[src/rtl/core/lbcs_pkg.sv]
// Shared types, constants and pattern tables of the LED blink code sequencer.
// Used by lbcs_step and led_blink_code_sequencer_core; no dependencies.
package lbcs_pkg;

    localparam int CODE_W   = 3;
    localparam int LEN_W    = 16;
    localparam int IDX_W    = 4;
    localparam int CFG_IDX_W = 3;
    localparam int NUM_CODES = 5;
    localparam int MAX_SEGS  = 16;

    // error codes
    localparam logic [CODE_W-1:0] ERR_NONE     = 3'd0;
    localparam logic [CODE_W-1:0] ERR_INIT     = 3'd1;
    localparam logic [CODE_W-1:0] ERR_RESOURCE = 3'd2;
    localparam logic [CODE_W-1:0] ERR_HARDFLT  = 3'd3;
    localparam logic [CODE_W-1:0] ERR_BADPARAM = 3'd4;

    // configuration register indexes
    localparam logic [CFG_IDX_W-1:0] CFG_ERROR_CODE  = 3'd0;
    localparam logic [CFG_IDX_W-1:0] CFG_SHORT_MS    = 3'd1;
    localparam logic [CFG_IDX_W-1:0] CFG_LONG_MS     = 3'd2;
    localparam logic [CFG_IDX_W-1:0] CFG_CYCLE_MS    = 3'd3;
    localparam logic [CFG_IDX_W-1:0] CFG_ACTIVE_HIGH = 3'd4;

    // reset values
    localparam logic [CODE_W-1:0] RST_ERROR_CODE  = ERR_NONE;
    localparam logic [LEN_W-1:0]  RST_SHORT_MS    = 16'd200;
    localparam logic [LEN_W-1:0]  RST_LONG_MS     = 16'd800;
    localparam logic [LEN_W-1:0]  RST_CYCLE_MS    = 16'd2000;
    localparam logic              RST_ACTIVE_HIGH = 1'b1;

    typedef enum logic [1:0] {
        KIND_SHORT = 2'd0,
        KIND_LONG  = 2'd1,
        KIND_CYCLE = 2'd2
    } kind_t;

    typedef struct packed {
        logic  lit;
        kind_t kind;
    } seg_t;

    typedef struct packed {
        logic [IDX_W-1:0] idx;
        logic [LEN_W-1:0] ticks;
    } seq_state_t;

    localparam seg_t S_ON  = '{lit: 1'b1, kind: KIND_SHORT};
    localparam seg_t S_OFF = '{lit: 1'b0, kind: KIND_SHORT};
    localparam seg_t L_ON  = '{lit: 1'b1, kind: KIND_LONG};
    localparam seg_t L_OFF = '{lit: 1'b0, kind: KIND_LONG};
    localparam seg_t GAP   = '{lit: 1'b0, kind: KIND_CYCLE};

    localparam logic [IDX_W:0] PAT_LEN [NUM_CODES] = '{5'd0, 5'd8, 5'd9, 5'd9, 5'd9};

    localparam seg_t SEG_TAB [NUM_CODES][MAX_SEGS] = '{
        '{default: S_OFF},
        '{0: S_ON, 1: S_OFF, 2: S_ON, 3: S_OFF, 4: S_ON, 5: S_OFF,
          6: L_ON, 7: GAP, default: S_OFF},
        '{0: S_ON, 1: S_OFF, 2: S_ON, 3: S_OFF, 4: S_ON, 5: S_OFF,
          6: S_ON, 7: S_OFF, 8: GAP, default: S_OFF},
        '{0: L_ON, 1: L_OFF, 2: S_ON, 3: S_OFF, 4: S_ON, 5: S_OFF,
          6: S_ON, 7: S_OFF, 8: GAP, default: S_OFF},
        '{0: L_ON, 1: L_OFF, 2: L_ON, 3: L_OFF, 4: S_ON, 5: S_OFF,
          6: S_ON, 7: S_OFF, 8: GAP, default: S_OFF}
    };

endpackage

[src/rtl/core/led_blink_code_sequencer_core.sv]
// LED blink code sequencer: one word in per millisecond tick, one pin level out.
// Each accepted tick word's result is registered in the output register, valid from the next cycle.
// Throughput: 1 word per cycle; state updates in the accept cycle and the output
// register frees as it is taken. Reset (aresetn low, synchronous) loads default
// lengths, code none, active-high polarity, first segment, LED dark, output empty.
// Depends on lbcs_pkg and lbcs_step.
module led_blink_code_sequencer_core (
    input  logic                           aclk,
    input  logic                           aresetn,
    // configuration
    input  logic                           cfg_we,
    input  logic [lbcs_pkg::CFG_IDX_W-1:0] cfg_index,
    input  logic [lbcs_pkg::LEN_W-1:0]     cfg_wdata,
    // tick stream
    input  logic                           s_tvalid,
    output logic                           s_tready,
    input  logic [7:0]                     s_tdata,   // [0] tick, [7:1] zero
    // level stream
    output logic                           m_tvalid,
    input  logic                           m_tready,
    output logic [7:0]                     m_tdata    // [0] pin_level, [1] led_lit
);

    logic [lbcs_pkg::CODE_W-1:0] error_code_reg;
    logic [lbcs_pkg::LEN_W-1:0]  short_ms_reg;
    logic [lbcs_pkg::LEN_W-1:0]  long_ms_reg;
    logic [lbcs_pkg::LEN_W-1:0]  cycle_ms_reg;
    logic                        active_high_reg;

    lbcs_pkg::seq_state_t        state_reg;
    lbcs_pkg::seq_state_t        state_next;
    logic                        led_reg;
    logic                        led_next;
    logic                        lit_step;

    logic                        m_tvalid_reg;
    logic [1:0]                  m_data_reg;
    logic                        accept;
    logic                        tick;

    assign tick     = s_tdata[0];
    assign s_tready = !m_tvalid_reg || m_tready;
    assign accept   = s_tvalid && s_tready;
    assign m_tvalid = m_tvalid_reg;
    assign m_tdata  = {6'd0, m_data_reg};

    lbcs_step u_step (
        .error_code (error_code_reg),
        .short_ms   (short_ms_reg),
        .long_ms    (long_ms_reg),
        .cycle_ms   (cycle_ms_reg),
        .state_cur  (state_reg),
        .state_nxt  (state_next),
        .lit        (lit_step)
    );

    // a word without tick holds state and repeats the present level
    assign led_next = tick ? lit_step : led_reg;

    always_ff @(posedge aclk) begin
        if (!aresetn) begin
            error_code_reg  <= lbcs_pkg::RST_ERROR_CODE;
            short_ms_reg    <= lbcs_pkg::RST_SHORT_MS;
            long_ms_reg     <= lbcs_pkg::RST_LONG_MS;
            cycle_ms_reg    <= lbcs_pkg::RST_CYCLE_MS;
            active_high_reg <= lbcs_pkg::RST_ACTIVE_HIGH;
            state_reg       <= '0;
            led_reg         <= 1'b0;
            m_tvalid_reg    <= 1'b0;
        end else begin
            if (accept) begin
                if (tick) begin
                    state_reg <= state_next;
                end
                led_reg      <= led_next;
                m_tvalid_reg <= 1'b1;
            end else if (m_tready) begin
                m_tvalid_reg <= 1'b0;
            end

            if (cfg_we) begin
                case (cfg_index)
                    lbcs_pkg::CFG_ERROR_CODE: begin
                        // a new code restarts the pattern
                        if (cfg_wdata[lbcs_pkg::CODE_W-1:0] != error_code_reg) begin
                            state_reg <= '0;
                        end
                        error_code_reg <= cfg_wdata[lbcs_pkg::CODE_W-1:0];
                    end
                    lbcs_pkg::CFG_SHORT_MS:    short_ms_reg    <= cfg_wdata;
                    lbcs_pkg::CFG_LONG_MS:     long_ms_reg     <= cfg_wdata;
                    lbcs_pkg::CFG_CYCLE_MS:    cycle_ms_reg    <= cfg_wdata;
                    lbcs_pkg::CFG_ACTIVE_HIGH: active_high_reg <= cfg_wdata[0];
                    default: ;
                endcase
            end
        end
    end

    always_ff @(posedge aclk) begin
        if (accept) begin
            m_data_reg <= {led_next, led_next ^ !active_high_reg};
        end
    end

endmodule

[src/rtl/core/lbcs_step.sv]
// One tick of the blink sequencer: segment lookup, length load and countdown.
// Pure combinational; depends on lbcs_pkg.
module lbcs_step (
    input  logic [lbcs_pkg::CODE_W-1:0] error_code,
    input  logic [lbcs_pkg::LEN_W-1:0]  short_ms,
    input  logic [lbcs_pkg::LEN_W-1:0]  long_ms,
    input  logic [lbcs_pkg::LEN_W-1:0]  cycle_ms,
    input  lbcs_pkg::seq_state_t        state_cur,
    output lbcs_pkg::seq_state_t        state_nxt,
    output logic                        lit
);

    logic                        code_ok;
    logic [2:0]                  code_sel;
    logic [lbcs_pkg::IDX_W:0]    pat_len;
    logic [lbcs_pkg::IDX_W-1:0]  idx_eff;
    logic [lbcs_pkg::LEN_W-1:0]  ticks_eff;
    logic [lbcs_pkg::LEN_W-1:0]  seg_len;
    logic [lbcs_pkg::LEN_W-1:0]  ticks_dec;
    logic [lbcs_pkg::IDX_W:0]    idx_inc;
    lbcs_pkg::seg_t              seg;

    assign code_ok  = error_code inside {lbcs_pkg::ERR_INIT, lbcs_pkg::ERR_RESOURCE,
                                         lbcs_pkg::ERR_HARDFLT, lbcs_pkg::ERR_BADPARAM};
    assign code_sel = code_ok ? error_code : lbcs_pkg::ERR_NONE;
    assign pat_len  = lbcs_pkg::PAT_LEN[code_sel];

    always_comb begin
        // restart when the index has run past this pattern
        if ({1'b0, state_cur.idx} >= pat_len) begin
            idx_eff   = '0;
            ticks_eff = '0;
        end else begin
            idx_eff   = state_cur.idx;
            ticks_eff = state_cur.ticks;
        end

        seg = lbcs_pkg::SEG_TAB[code_sel][idx_eff];

        case (seg.kind)
            lbcs_pkg::KIND_SHORT: seg_len = short_ms;
            lbcs_pkg::KIND_LONG:  seg_len = long_ms;
            default:              seg_len = cycle_ms;
        endcase
        // a zero length acts as one tick
        if (seg_len == '0) begin
            seg_len = lbcs_pkg::LEN_W'(1);
        end

        ticks_dec = ((ticks_eff == '0) ? seg_len : ticks_eff) - lbcs_pkg::LEN_W'(1);
        idx_inc   = {1'b0, idx_eff} + (lbcs_pkg::IDX_W+1)'(1);

        state_nxt.ticks = ticks_dec;
        state_nxt.idx   = idx_eff;
        if (ticks_dec == '0) begin
            state_nxt.idx = (idx_inc >= pat_len) ? '0 : idx_inc[lbcs_pkg::IDX_W-1:0];
        end
        lit = seg.lit;

        // no pattern: stay dark and parked on the first segment
        if (!code_ok) begin
            state_nxt.idx   = '0;
            state_nxt.ticks = '0;
            lit             = 1'b0;
        end
    end

endmodule

[config.mk]
export PLATFORM = sky130hd
export DESIGN_NAME = led_blink_code_sequencer_core
export DESIGN_NICKNAME = d
export VERILOG_FILES = /design/src/rtl/core/lbcs_pkg.sv /design/src/rtl/core/led_blink_code_sequencer_core.sv /design/src/rtl/core/lbcs_step.sv
export SDC_FILE = /design/constraint.sdc
export NUM_CORES = 1
export LEC_CHECK = 0
export BUFFER_PORTS_ARGS = -buffer_cell sky130_fd_sc_hd__buf_2
export CELL_PAD_IN_SITES_DETAIL_PLACEMENT = 1
export CELL_PAD_IN_SITES_GLOBAL_PLACEMENT = 1
export CORE_ASPECT_RATIO = 1.1
export CORE_MARGIN = 2
export CORE_UTILIZATION = 49
export CTS_BUF_LIST = sky130_fd_sc_hd__clkbuf_8
export DETAILED_ROUTE_END_ITERATION = 6
export GPL_ROUTABILITY_DRIVEN = 0
export HOLD_SLACK_MARGIN = 0.15
export PLACE_DENSITY = 0.85
export SETUP_SLACK_MARGIN = 0.05
export SLEW_MARGIN = 25
export SYNTH_ARGS = -nofsm -noshare
export SYNTH_HDL_FRONTEND = slang
export SYNTH_SLANG_ARGS = --single-unit
[constraint.sdc]
create_clock -name aclk -period 17.4 [get_ports aclk]
set_input_delay 2.61 -clock aclk [delete_from_list [all_inputs] [get_ports aclk]]
set_output_delay 2.61 -clock aclk [all_outputs]
set_load 0.005 [all_outputs]
==> out/metrics.yaml, run 1 <==
status: "finished, final reports clean"
htree_levels: 3
post_cts_resized: 0
clock-sinks: 76
period_needed_ns: 6.851
skew_ns: 0.007465
syn_to_final_growth_pct: 7.441
slew_viol_final: 0
fill_cells: 1121
drt-total-wl_um: 13150
worst-setup-path-type: "register to register"
ir_worst_vdd_uv: 54.02
finalSetupViolCount: 0
worst_pin_slew_ns: 0.8703
viasPerCell: 6.063
ys_seq_area_share_pct: 34.99
cp.arrival_ns: 7.15
vias: 4111
syn_area_um2: 4405
fp.dieW_um: 94.41
crit_required_ns: 17.70
cts-root-buf: "clkbuf_8"
grt_use_total_pct: 28.50
clock.fmax_mhz: 146.0
synth_cell_types: 70
initial_utilization_pct: 50.16
hold_violations: 0
dr.pass1.iters: 4
core_area_um2: 8783
slew_headroom_pct: 41.77
syn_area_per_cell_um2: 7.967
synthCells: 553
endpoint_kind: "register"
cap_violations: 0
finalCritPeriodShare_pct: 39.38
synth_ff_type: "dfxtp_1"
place_ws_ns: 10.66
p_switching_mw: 0.1020
ant_nets: 0
cellLeakagePower_nw: 1.728
grt_pass1_vias: 4257
postCtsSetupBuffers: 0
pwr-share-comb_pct: 10.8
ys_warn_count: 0
pwr-share-clk_pct: 39.6
hp-class: "register to register"
rows: 36
wl_per_cell_um: 19.40
p_seq_share_pct: 49.7
cts_tree: "yes"
power.internal_mw: 0.2641
place_hpwl_um: 9635
grt_setup_unrepaired: "false"
async_flop_share_pct: 0
cp_max_fo: 17
gr-total-overflow: 0
synth_edf_count: 2
ys_seq_elements: 76
diodes: 0
antenna_found_initial: 0
start_kind: "register"
grt_max_degree: 56
dieHeight_um: 103.4
clk_latency_ns: 0.37
final_nets: 597
layout-drive-gt1-share_pct: 11.70
ff2ff_setup_slack_ns: 10.55
p_sw_share_pct: 27.87
clkTransAtPathRegs_ns: 0.09
cts_buffer_depth: 2
fin_ws_ns: 10.55
finalSetupTns_ns: 0
cts_buffers: 9
io_pins: 42
port-buffer-count: 28
ctsHoldBuffers: 0
drc: 0
grt_pass1_wl_um: 21480
largest_reg_flops: 20
drtIter0Drc: 220
dieArea_um2: 9766
p_per_area_nw_per_um2: 77.35
==> kinds of logic (layout without fill, tap and decap cells) <==
family                     count (synthesis)  in the layout  synth area share, %
muxes                                      8              8                1.874
buffers and inverters                     53             59                5.595
other                                      1              6              0.08512
adders and majority gates                  6              6                1.704
xor gates and xnor gates                  19             19                3.777
DFF                                       76             76                34.99
and+or+nand+nor                          254            254                27.55
AOI/OAI and AO/OA                        136            136                24.43
==> critical path, stage by stage, from the launching register on <==
cell and delay (ns):
dfxtp_1 0.47, mux2_2 0.41, ha_1 0.28, or4b_4 0.58, a21o_1 0.42, nor2_1 0.31, inv_1 0.08, ha_1 0.18
a32o_1 0.46, and2_4 0.33, o311a_1 0.36, a211oi_2 0.33, or2_2 0.20, ha_1 0.21, a21boi_1 0.35, nand3_2 0.18
o41a_1 0.53, a2111oi_4 0.36, nand4b_4 0.19, or3_1 0.42, o21ai_1 0.13
==> worst paths after layout <==
path / from / to / cells after the start
worst min-delay path: cycle_ms_reg[0] / cycle_ms_reg[0] / 2
worst min register to register: cycle_ms_reg[0] / cycle_ms_reg[0] / 2
worst max-delay path: error_code_reg[2] / state_reg[17] / 20
worst max register to register: error_code_reg[2] / state_reg[17] / 20
==> placed cells by master (no fill, tap or decap), types with 5 or more instances in the layout <==
cell type,netlist,layout
nand2_1,119,119
dfxtp_1,74,74
nor2_1,43,42
a21boi_0,38,38
buf_2,2,28
nand3_1,27,27
a21oi_1,20,20
nor4_1,15,15
xnor2_1,13,13
inv_1,13,13
o211ai_1,11,11
a22oi_1,11,11
clkbuf_8,0,10
nor2b_1,7,7
nand4_1,6,6
xor2_1,6,6
mux2i_1,6,6
ha_1,6,6
conb_1,1,6
o21ai_1,5,5
and3_1,5,5
==> synth_stat cells, drive strengths merged, types with 2 or more instances <==
cell / n / share of area [%]
nand2: 119 / 10
dfxtp: 74 / 34
nor2: 43 / 3.7
a21boi: 39 / 6.6
nand3: 28 / 3.3
clkbuf: 26 / 2.2
a21oi: 21 / 2.5
nor4: 16 / 2.6
buf: 14 / 2.3
inv: 13 / 1.1
o211ai: 13 / 2.4
xnor2: 13 / 2.6
a22oi: 11 / 1.9
nor2b: 7 / 0.99
ha: 6 / 1.7
mux2i: 6 / 1.4
nand4: 6 / 0.85
xor2: 6 / 1.2
and2: 5 / 0.77
and3: 5 / 0.71
o21ai: 5 / 0.57
o311ai: 5 / 1.2
a211oi: 4 / 1.2
a221o: 4 / 0.91
a22o: 4 / 0.80
a32o: 4 / 0.91
nand2b: 4 / 0.57
or2: 4 / 0.57
a21o: 3 / 0.51
a221oi: 3 / 0.60
a2bb2oi: 3 / 0.60
and3b: 3 / 0.60
nand3b: 3 / 0.51
nor3: 3 / 0.34
a31oi: 2 / 0.28
a32oi: 2 / 0.40
edfxtp: 2 / 1.4
mux2: 2 / 0.51
o21bai: 2 / 0.34
o311a: 2 / 0.45
or3: 2 / 0.28
==> power by group through the flow <==
| stage | Clock [mW] | Sequential, mW | Combinational [mW] |
|---|---|---|---|
| floorplan | 0 | 0.184 | 0.0286 |
| global placement | 0 | 0.186 | 0.0374 |
| detailed placement | 0 | 0.186 | 0.0389 |
| CTS | 0.146 | 0.182 | 0.0393 |
| global route | 0.152 | 0.182 | 0.0437 |
| finish | 0.145 | 0.182 | 0.0395 |
==> metal layers <==
metal,share of wire (%),vias up,GRT usage (%)
met5,0,-,0
met3,3.2,33,3.623
met1,45,2023,36.17
li1,-,1973,-
met4,3.8,0,14.60
met2,48,82,47.86
==> cell type report <==
cell class	instances	area [um^2]	share of cell area [%]
multi-input cells	429	2639	55.75
flip-flops and latches	76	1541	32.57
inverters	13	48.80	1.031
clock buffers	10	137.6	2.908
repair buffers	30	155.1	3.278
well taps	114	142.6	3.013
clock inverters	6	68.82	1.454
==> stage by stage <==
| stage | utilization, % | power (mW) | hold WS, ns | instances | cell area [um^2] |
|---|---|---|---|---|---|
| after global routing | 53.89 | 0.3777 | 0.5214 | 678 | 4733 |
| final | 53.89 | 0.3661 | 0.4806 | 678 | 4733 |
| after global placement | 51.51 | 0.2230 | 0.4508 | 662 | 4524 |
| after floorplan | - | 0.2130 | 0.4382 | 558 | 4424 |
| after detailed placement | 51.54 | 0.2247 | 0.4662 | 662 | 4527 |
| after CTS | 53.89 | 0.3667 | 0.4832 | 678 | 4733 |
No activity file was read; power rests on OpenSTA's default activity.
==> run 2: changes to the inputs <==
--- a/config.mk
+++ b/config.mk
@@ -10,12 +10,12 @@
 export CELL_PAD_IN_SITES_GLOBAL_PLACEMENT = 1
 export CORE_ASPECT_RATIO = 1.1
 export CORE_MARGIN = 2
-export CORE_UTILIZATION = 49
+export CORE_UTILIZATION = 41
 export CTS_BUF_LIST = sky130_fd_sc_hd__clkbuf_8
 export DETAILED_ROUTE_END_ITERATION = 6
 export GPL_ROUTABILITY_DRIVEN = 0
 export HOLD_SLACK_MARGIN = 0.15
-export PLACE_DENSITY = 0.85
+export PLACE_DENSITY = 0.76
 export SETUP_SLACK_MARGIN = 0.05
 export SLEW_MARGIN = 25
 export SYNTH_ARGS = -nofsm -noshare
==> constraint.sdc (replaced) <==
create_clock -name aclk -period 6.3 [get_ports aclk]
set_input_delay 0.945 -clock aclk [delete_from_list [all_inputs] [get_ports aclk]]
set_output_delay 0.945 -clock aclk [all_outputs]
set_load 0.005 [all_outputs]
==> run 2 against run 1 <==
  * Sequential power rose to 2.8 times the previous value
  * Critical path depth stayed put
  * Largest cell class unchanged
  * Clock skew rose by 0.0066 ns
  * Setup slack lost 10 ns
  * Via count barely moved
  * Die area increased by 19%
  * Utilization decreased by 8.0 points
  * Largest power group unchanged
  * Critical path type unchanged
  * Global-route usage fell by 4.2 points
==> out/metrics.yaml, run 2 (synthesis gave the netlist of run 1 again) <==
grt_use_total_pct: 24.30  # was 28.50%
pwr-share-clk_pct: 36.7  # was 39.6%
clock.fmax_mhz: 168.4  # was 146.0 MHz
rows: 39  # was 36
ant_nets: 0  # unchanged
crit_required_ns: 6.59  # was 17.70 ns
drt-total-wl_um: 13010  # was 13,150 um
viasPerCell: 5.783  # was 6.063
cts_buffer_depth: 2  # unchanged
grt_use_met2_pct: 39.08  # was 47.86%
skew_ns: 0.01404  # was 0.007465 ns
place_hpwl_um: 9662  # was 9635 um
syn_to_final_growth_pct: 8.691  # was 7.441%
grt_pass1_vias: 4160  # was 4,257
worst_pin_slew_ns: 0.9670  # was 0.8703 ns
finalSetupTns_ns: 0  # unchanged
io_pins: 42  # unchanged
grt_setup_unrepaired: "false"  # unchanged
r2r-end: "state_reg[17]"  # unchanged
cts_buffers: 9  # unchanged
period_needed_ns: 5.938  # was 6.851 ns
postCtsSetupBuffers: 0  # unchanged
r2r_cells: 20  # unchanged
antenna_found_initial: 0  # unchanged
clock-sinks: 76  # unchanged
ir_worst_vdd_uv: 128.9  # was 54.02 uV
ctsHoldBuffers: 0  # unchanged
grt_max_degree: 56  # unchanged
power_mw: 0.9670  # was 0.3661 mW
post_cts_resized: 0  # unchanged
cellLeakagePower_nw: 1.744  # was 1.728 nW
hold_end: "long_ms_reg[13]"  # was cycle_ms_reg[0]
p_per_area_nw_per_um2: 202.0  # was 77.35 nW/um^2
dr.pass1.iters: 5  # was 4
slew_viol_final: 0  # unchanged
gr-total-overflow: 0  # unchanged
worstHoldStart: "long_ms_reg[13]"  # was cycle_ms_reg[0]
cp_cell_sequence: "mux2_2 > ha_1 > or4b_4 > a21o_1 > nor2_1 > inv_1 > ha_1 > a32o_1 > and2_4 > o311a_1 > a211oi_4 > or2_2 > ha_1 > a21boi_2 > nand3_2 > o41a_1 > a2111oi_4 > nand4b_4 > or3_1 > o21ai_1"  # was mux2_2 > ha_1 > or4b_4 > a21o_1 > nor2_1 > inv_1 > ha_1 > a32o_1 > and2_4 > o311a_1 > a211oi_2 > or2_2 > ha_1 > a21boi_1 > nand3_2 > o41a_1 > a2111oi_4 > nand4b_4 > or3_1 > o21ai_1
grtUsageMet1_pct: 33.79  # was 36.17%
layout-drive-gt1-share_pct: 13.03  # was 11.70%
initial_utilization_pct: 42.19  # was 50.16%
pwr-share-comb_pct: 11.4  # was 10.8%
busiest_layer: "met2"  # unchanged
hold_depth: 2  # unchanged
status: "finished, final reports clean"  # unchanged
fp.dieW_um: 102.8  # was 94.41 um
slew_headroom_pct: 35.53  # was 41.77%
grt_pass1_wl_um: 22090  # was 21,480 um
start_kind: "register"  # unchanged
endpoint_kind: "register"  # unchanged
cts-root-buf: "clkbuf_8"  # unchanged
dieArea_um2: 11590  # was 9766 um^2
rr_startpoint: "error_code_reg[2]"  # unchanged
cpPeakStageDelay_ns: 0.56  # was 0.58 ns
slowest_stage: "or4b_4"  # unchanged
hold_ws_ns: 0.4831  # was 0.4806 ns
drtIter0Drc: 226  # was 220
worst-setup-path-type: "register to register"  # unchanged
final_common_cell: "nand2_1"  # unchanged
clk_latency_ns: 0.37  # about the same
cp.arrival_ns: 6.23  # was 7.15 ns
diodes: 0  # unchanged
power.internal_mw: 0.6827  # was 0.2641 mW
dieHeight_um: 112.7  # was 103.4 um
cp_max_fo: 14  # was 17
finalCritPeriodShare_pct: 94.25  # was 39.38%
vias: 4112  # was 4,111
wl_per_cell_um: 18.30  # was 19.40 um
cts_tree: "yes"  # unchanged
p_seq_share_pct: 51.9  # was 49.7%
largest_reg_flops: 20  # unchanged
cap_violations: 0  # unchanged
critPathMostFrequentCell: "ha_1"  # unchanged
ff2ff_setup_slack_ns: 0.36  # was 10.55 ns
drc: 0  # unchanged
final_nets: 601  # was 597
htree_levels: 3  # unchanged
hold_violations: 0  # unchanged
port-buffer-count: 28  # unchanged
p_switching_mw: 0.2843  # was 0.1020 mW
hp-class: "register to register"  # unchanged
core_area_um2: 10440  # was 8783 um^2
finalSetupViolCount: 0  # unchanged
p_sw_share_pct: 29.40  # was 27.87%
final_cell_mix: "nand2_1 (119), dfxtp_1 (71), nor2_1 (42), a21boi_0 (38), buf_2 (28)"  # was nand2_1 (119), dfxtp_1 (74), nor2_1 (42), a21boi_0 (38), buf_2 (28)
use_met3_pct: 3.027  # was 3.623%
clkTransAtPathRegs_ns: 0.09  # about the same
[run 2: worst max path at each step]
stage                      start            end  slack [ns]  depth (start not counted)
3_5_place_dp   error_code_reg[2]  state_reg[17]        0.21                         20
6_report       error_code_reg[2]  state_reg[17]        0.36                         20
3_3_place_gp   error_code_reg[2]  state_reg[17]        0.38                         20
5_1_grt        error_code_reg[2]  state_reg[17]         0.1                         20
2_1_floorplan  error_code_reg[2]  state_reg[17]        0.35                         23
4_1_cts        error_code_reg[2]  state_reg[17]        0.18                         20
[run 2: metrics by stage]
step / area [um^2] / setup slack [ns] / util, % / instances
4_1_cts: 4773 / 0.1795 / 45.71 / 711
3_5_place_dp: 4593 / 0.2116 / 43.99 / 695
6_report: 4788 / 0.3624 / 45.85 / 711
2_1_floorplan: 4424 / 0.3532 / - / 558
3_3_place_gp: 4591 / 0.3783 / 43.96 / 695
5_1_grt: 4788 / 0.09709 / 45.85 / 711
[run 2: layer usage]
layer	wire [um]	part of all wire (%)
met5	0	0
met4	246	1.9
met3	464	3.6
met2	6232	48
met1	6069	47
[run 2: power by group through the flow]
stage / sequential, mW / clock (mW) / combinational, mW
after floorplan: 0.509 / 0 / 0.0791
after global placement: 0.513 / 0 / 0.106
after detailed placement: 0.513 / 0 / 0.109
after CTS: 0.502 / 0.362 / 0.109
after global routing: 0.504 / 0.384 / 0.122
final: 0.502 / 0.354 / 0.110
[run 2: worst max-delay path: cells and delay by family, from the launching register on]
family | cells | cell delay, ns
fa+ha+maj | 3 | 0.67
simple gates | 7 | 1.92
flops | 1 | 0.41
mux | 1 | 0.39
buf+inv | 1 | 0.07
compound gates | 8 | 2.40
[run 2: area by class of cell]
class                           instances  area, um^2
Tap cell                              143       178.9
Clock inverter                          7       56.30
Multi-Input combinational cell        429        2650
Sequential cell                        76        1545
Fill cell                            1312        5654
Timing Repair Buffer                   34       185.2
Clock buffer                            9       123.9
Inverter                               13       48.80
==> run 3: changes to the inputs <==
--- a/config.mk
+++ b/config.mk
@@ -14,10 +14,11 @@
 export CTS_BUF_LIST = sky130_fd_sc_hd__clkbuf_8
 export DETAILED_ROUTE_END_ITERATION = 6
 export GPL_ROUTABILITY_DRIVEN = 0
+export GPL_TIMING_DRIVEN = 0
 export HOLD_SLACK_MARGIN = 0.15
 export PLACE_DENSITY = 0.76
 export SETUP_SLACK_MARGIN = 0.05
-export SLEW_MARGIN = 25
+export SLEW_MARGIN = 20
 export SYNTH_ARGS = -nofsm -noshare
 export SYNTH_HDL_FRONTEND = slang
 export SYNTH_SLANG_ARGS = --single-unit
==> run 3 against run 2 <==
  * Global-route usage increased by 2.1 points
  * Worst hold slack got worse by 0.0060 ns
  * Utilization increased by 2.2 points
  * Cell count up 4.8%
  * Final area up 4.8%
  * Critical path type unchanged
  * Critical endpoint is now state_reg[19]
==> out/metrics.yaml, run 3 (synthesis gave the netlist of run 1 again) <==
finalCritPeriodShare_pct: 96.22  # was 94.25%
rows: 39  # unchanged
r2r-end: "state_reg[19]"  # was state_reg[17]
endpoint_kind: "register"  # unchanged
vias: 4231  # was 4,112
start_kind: "register"  # unchanged
slowest_stage: "or4b_4"  # unchanged
drt-total-wl_um: 14430  # was 13,010 um
dr.pass1.iters: 4  # was 5
place_hpwl_um: 11150  # was 9662 um
hold_depth: 2  # unchanged
slew_headroom_pct: 50.49  # was 35.53%
hold_violations: 0  # unchanged
final_cell_mix: "nand2_1 (119), dfxtp_1 (71), nor2_1 (42), a21boi_0 (38), buf_2 (29)"  # was nand2_1 (119), dfxtp_1 (71), nor2_1 (42), a21boi_0 (38), buf_2 (28)
io_pins: 42  # unchanged
grt_pass1_wl_um: 23430  # was 22,090 um
finalSetupTns_ns: 0  # unchanged
gr-total-overflow: 0  # unchanged
period_needed_ns: 6.062  # was 5.938 ns
drtIter0Drc: 262  # was 226
fill_cells: 1340  # was 1,312
clkTransAtPathRegs_ns: 0.09  # about the same
grt_use_total_pct: 26.38  # was 24.30%
grt_max_degree: 15  # was 56
p_per_area_nw_per_um2: 208.3  # was 202.0 nW/um^2
viasPerCell: 5.679  # was 5.783
layout-drive-gt1-share_pct: 14.29  # was 13.03%
cp_cell_sequence: "mux2_2 > ha_1 > or4b_4 > a21o_4 > buf_6 > nor2_4 > inv_1 > ha_1 > a32o_2 > and2_4 > buf_6 > o311a_1 > a211oi_2 > or2_4 > ha_2 > a21boi_4 > nand3_2 > o41a_1 > a2111oi_4 > nand4b_4 > or3_1 > a31oi_1"  # was mux2_2 > ha_1 > or4b_4 > a21o_1 > nor2_1 > inv_1 > ha_1 > a32o_1 > and2_4 > o311a_1 > a211oi_4 > or2_2 > ha_1 > a21boi_2 > nand3_2 > o41a_1 > a2111oi_4 > nand4b_4 > or3_1 > o21ai_1
cp.arrival_ns: 6.37  # was 6.23 ns
hold_end: "short_ms_reg[13]"  # was long_ms_reg[13]
hold_ws_ns: 0.4771  # was 0.4831 ns
slew_viol_final: 0  # unchanged
cts_tree: "yes"  # unchanged
antenna_found_initial: 0  # unchanged
skew_ns: 0.01032  # was 0.01404 ns
rr_startpoint: "error_code_reg[2]"  # unchanged
core_area_um2: 10440  # unchanged
worst-setup-path-type: "register to register"  # unchanged
clk_latency_ns: 0.38  # was 0.37 ns
r2r_cells: 22  # was 20
grt_setup_unrepaired: "false"  # unchanged
largest_reg_flops: 20  # unchanged
clock-sinks: 76  # unchanged
worstHoldStart: "short_ms_reg[13]"  # was long_ms_reg[13]
syn_to_final_growth_pct: 13.94  # was 8.691%
cellLeakagePower_nw: 1.856  # was 1.744 nW
initial_utilization_pct: 42.19  # unchanged
dieHeight_um: 112.7  # unchanged
drc: 0  # unchanged
cts_buffers: 9  # unchanged
crit_required_ns: 6.61  # was 6.59 ns
cts_buffer_depth: 2  # unchanged
final_nets: 635  # was 601
cts-root-buf: "clkbuf_8"  # unchanged
ff2ff_setup_slack_ns: 0.24  # was 0.36 ns
final_common_cell: "nand2_1"  # unchanged
ir_worst_vdd_uv: 143.7  # was 128.9 uV
htree_levels: 3  # unchanged
worst_pin_slew_ns: 0.7370  # was 0.9670 ns
hp-class: "register to register"  # unchanged
port-buffer-count: 27  # was 28
grt_pass1_vias: 4455  # was 4,160
cp_max_fo: 10  # was 14
cap_violations: 0  # unchanged
fp.dieW_um: 102.8  # unchanged
status: "finished, final reports clean"  # unchanged
dieArea_um2: 11590  # unchanged
diodes: 0  # unchanged
clock.fmax_mhz: 165.0  # was 168.4 MHz
finalSetupViolCount: 0  # unchanged
wl_per_cell_um: 19.36  # was 18.30 um
ant_nets: 0  # unchanged
cpPeakStageDelay_ns: 0.57  # was 0.56 ns
[run 3: cell count changes in the layout (fill, tap and decap cells not counted), moves of 2 or more]
cell,delta
clkbuf_1,+24
dfxtp_4,+3
buf_6,+2
buf_1,+2
dfxtp_2,-3
clkbuf_8,+2
buf_4,+4
[run 3: where the power goes]
part / switching (mW) / total, mW / internal, mW
Sequential: 0.0104 / 0.502 / 0.491
Combinational: 0.0745 / 0.122 / 0.0478
Clock: 0.211 / 0.422 / 0.210
Total: 0.296 / 1.05 / 0.749
[run 3: worst max path at each step]
stage,slack (ns),end,start
2_1_floorplan,0.35,state_reg[17],error_code_reg[2]
3_3_place_gp,-0.34,state_reg[17],error_code_reg[2]
3_5_place_dp,-0.43,state_reg[19],error_code_reg[2]
4_1_cts,0.05,state_reg[19],error_code_reg[2]
5_1_grt,0.07,state_reg[19],error_code_reg[1]
6_report,0.24,state_reg[19],error_code_reg[2]
[run 3: layout make-up]
cell class | count | area [um^2] | area share (%)
Sequential cell | 76 | 1553 | 30.93
Timing Repair Buffer | 29 | 150.1 | 2.991
Buffer | 39 | 195.2 | 3.888
Clock inverter | 5 | 67.56 | 1.346
Inverter | 13 | 48.80 | 0.9721
Multi-Input combinational cell | 429 | 2675 | 53.29
Clock buffer | 11 | 151.4 | 3.016
Tap cell | 143 | 178.9 | 3.564
[run 3: timing repair]
item                                    in CTS  in global routing
buffers inserted                             1                  1
hold buffers                                 0                  0
endpoints found under the setup margin       4                  4
gates resized for setup                      7                 11
pin swaps                                    2                  4
[run 3: through the flow]
stage / instance area (um^2) / worst slack, ns / std cells / utilization [%] / power (mW)
global route: 5020 / 0.06576 / 745 / 48.07 / 1.083
detailed placement: 4738 / -0.4346 / 728 / 45.38 / 0.6307
floorplan: 4424 / 0.3532 / 558 / - / 0.5882
CTS: 4980 / 0.05066 / 744 / 47.69 / 1.046
finish: 5020 / 0.2378 / 745 / 48.07 / 1.046
global placement: 4738 / -0.3442 / 728 / 45.38 / 0.6267
[run 3: worst max-delay path: cells and delay by family (launching register included)]
kind                       cells  cell delay, ns
AOI/OAI and AO/OA              8            2.37
and+or+nand+nor                7            1.84
adders and majority gates      3            0.66
DFF                            1            0.39
muxes                          1            0.38
buffers and inverters          3            0.35
[run 3: metal layers]
layer / vias to the layer above / wire (um) / GRT usage (%)
li1: 2060 / - / -
met1: 2081 / 6536 / 33.78
met2: 68 / 7269 / 45.10
met3: 22 / 301 / 3.027
met4: 0 / 319 / 10.18
met5: - / 0 / 0
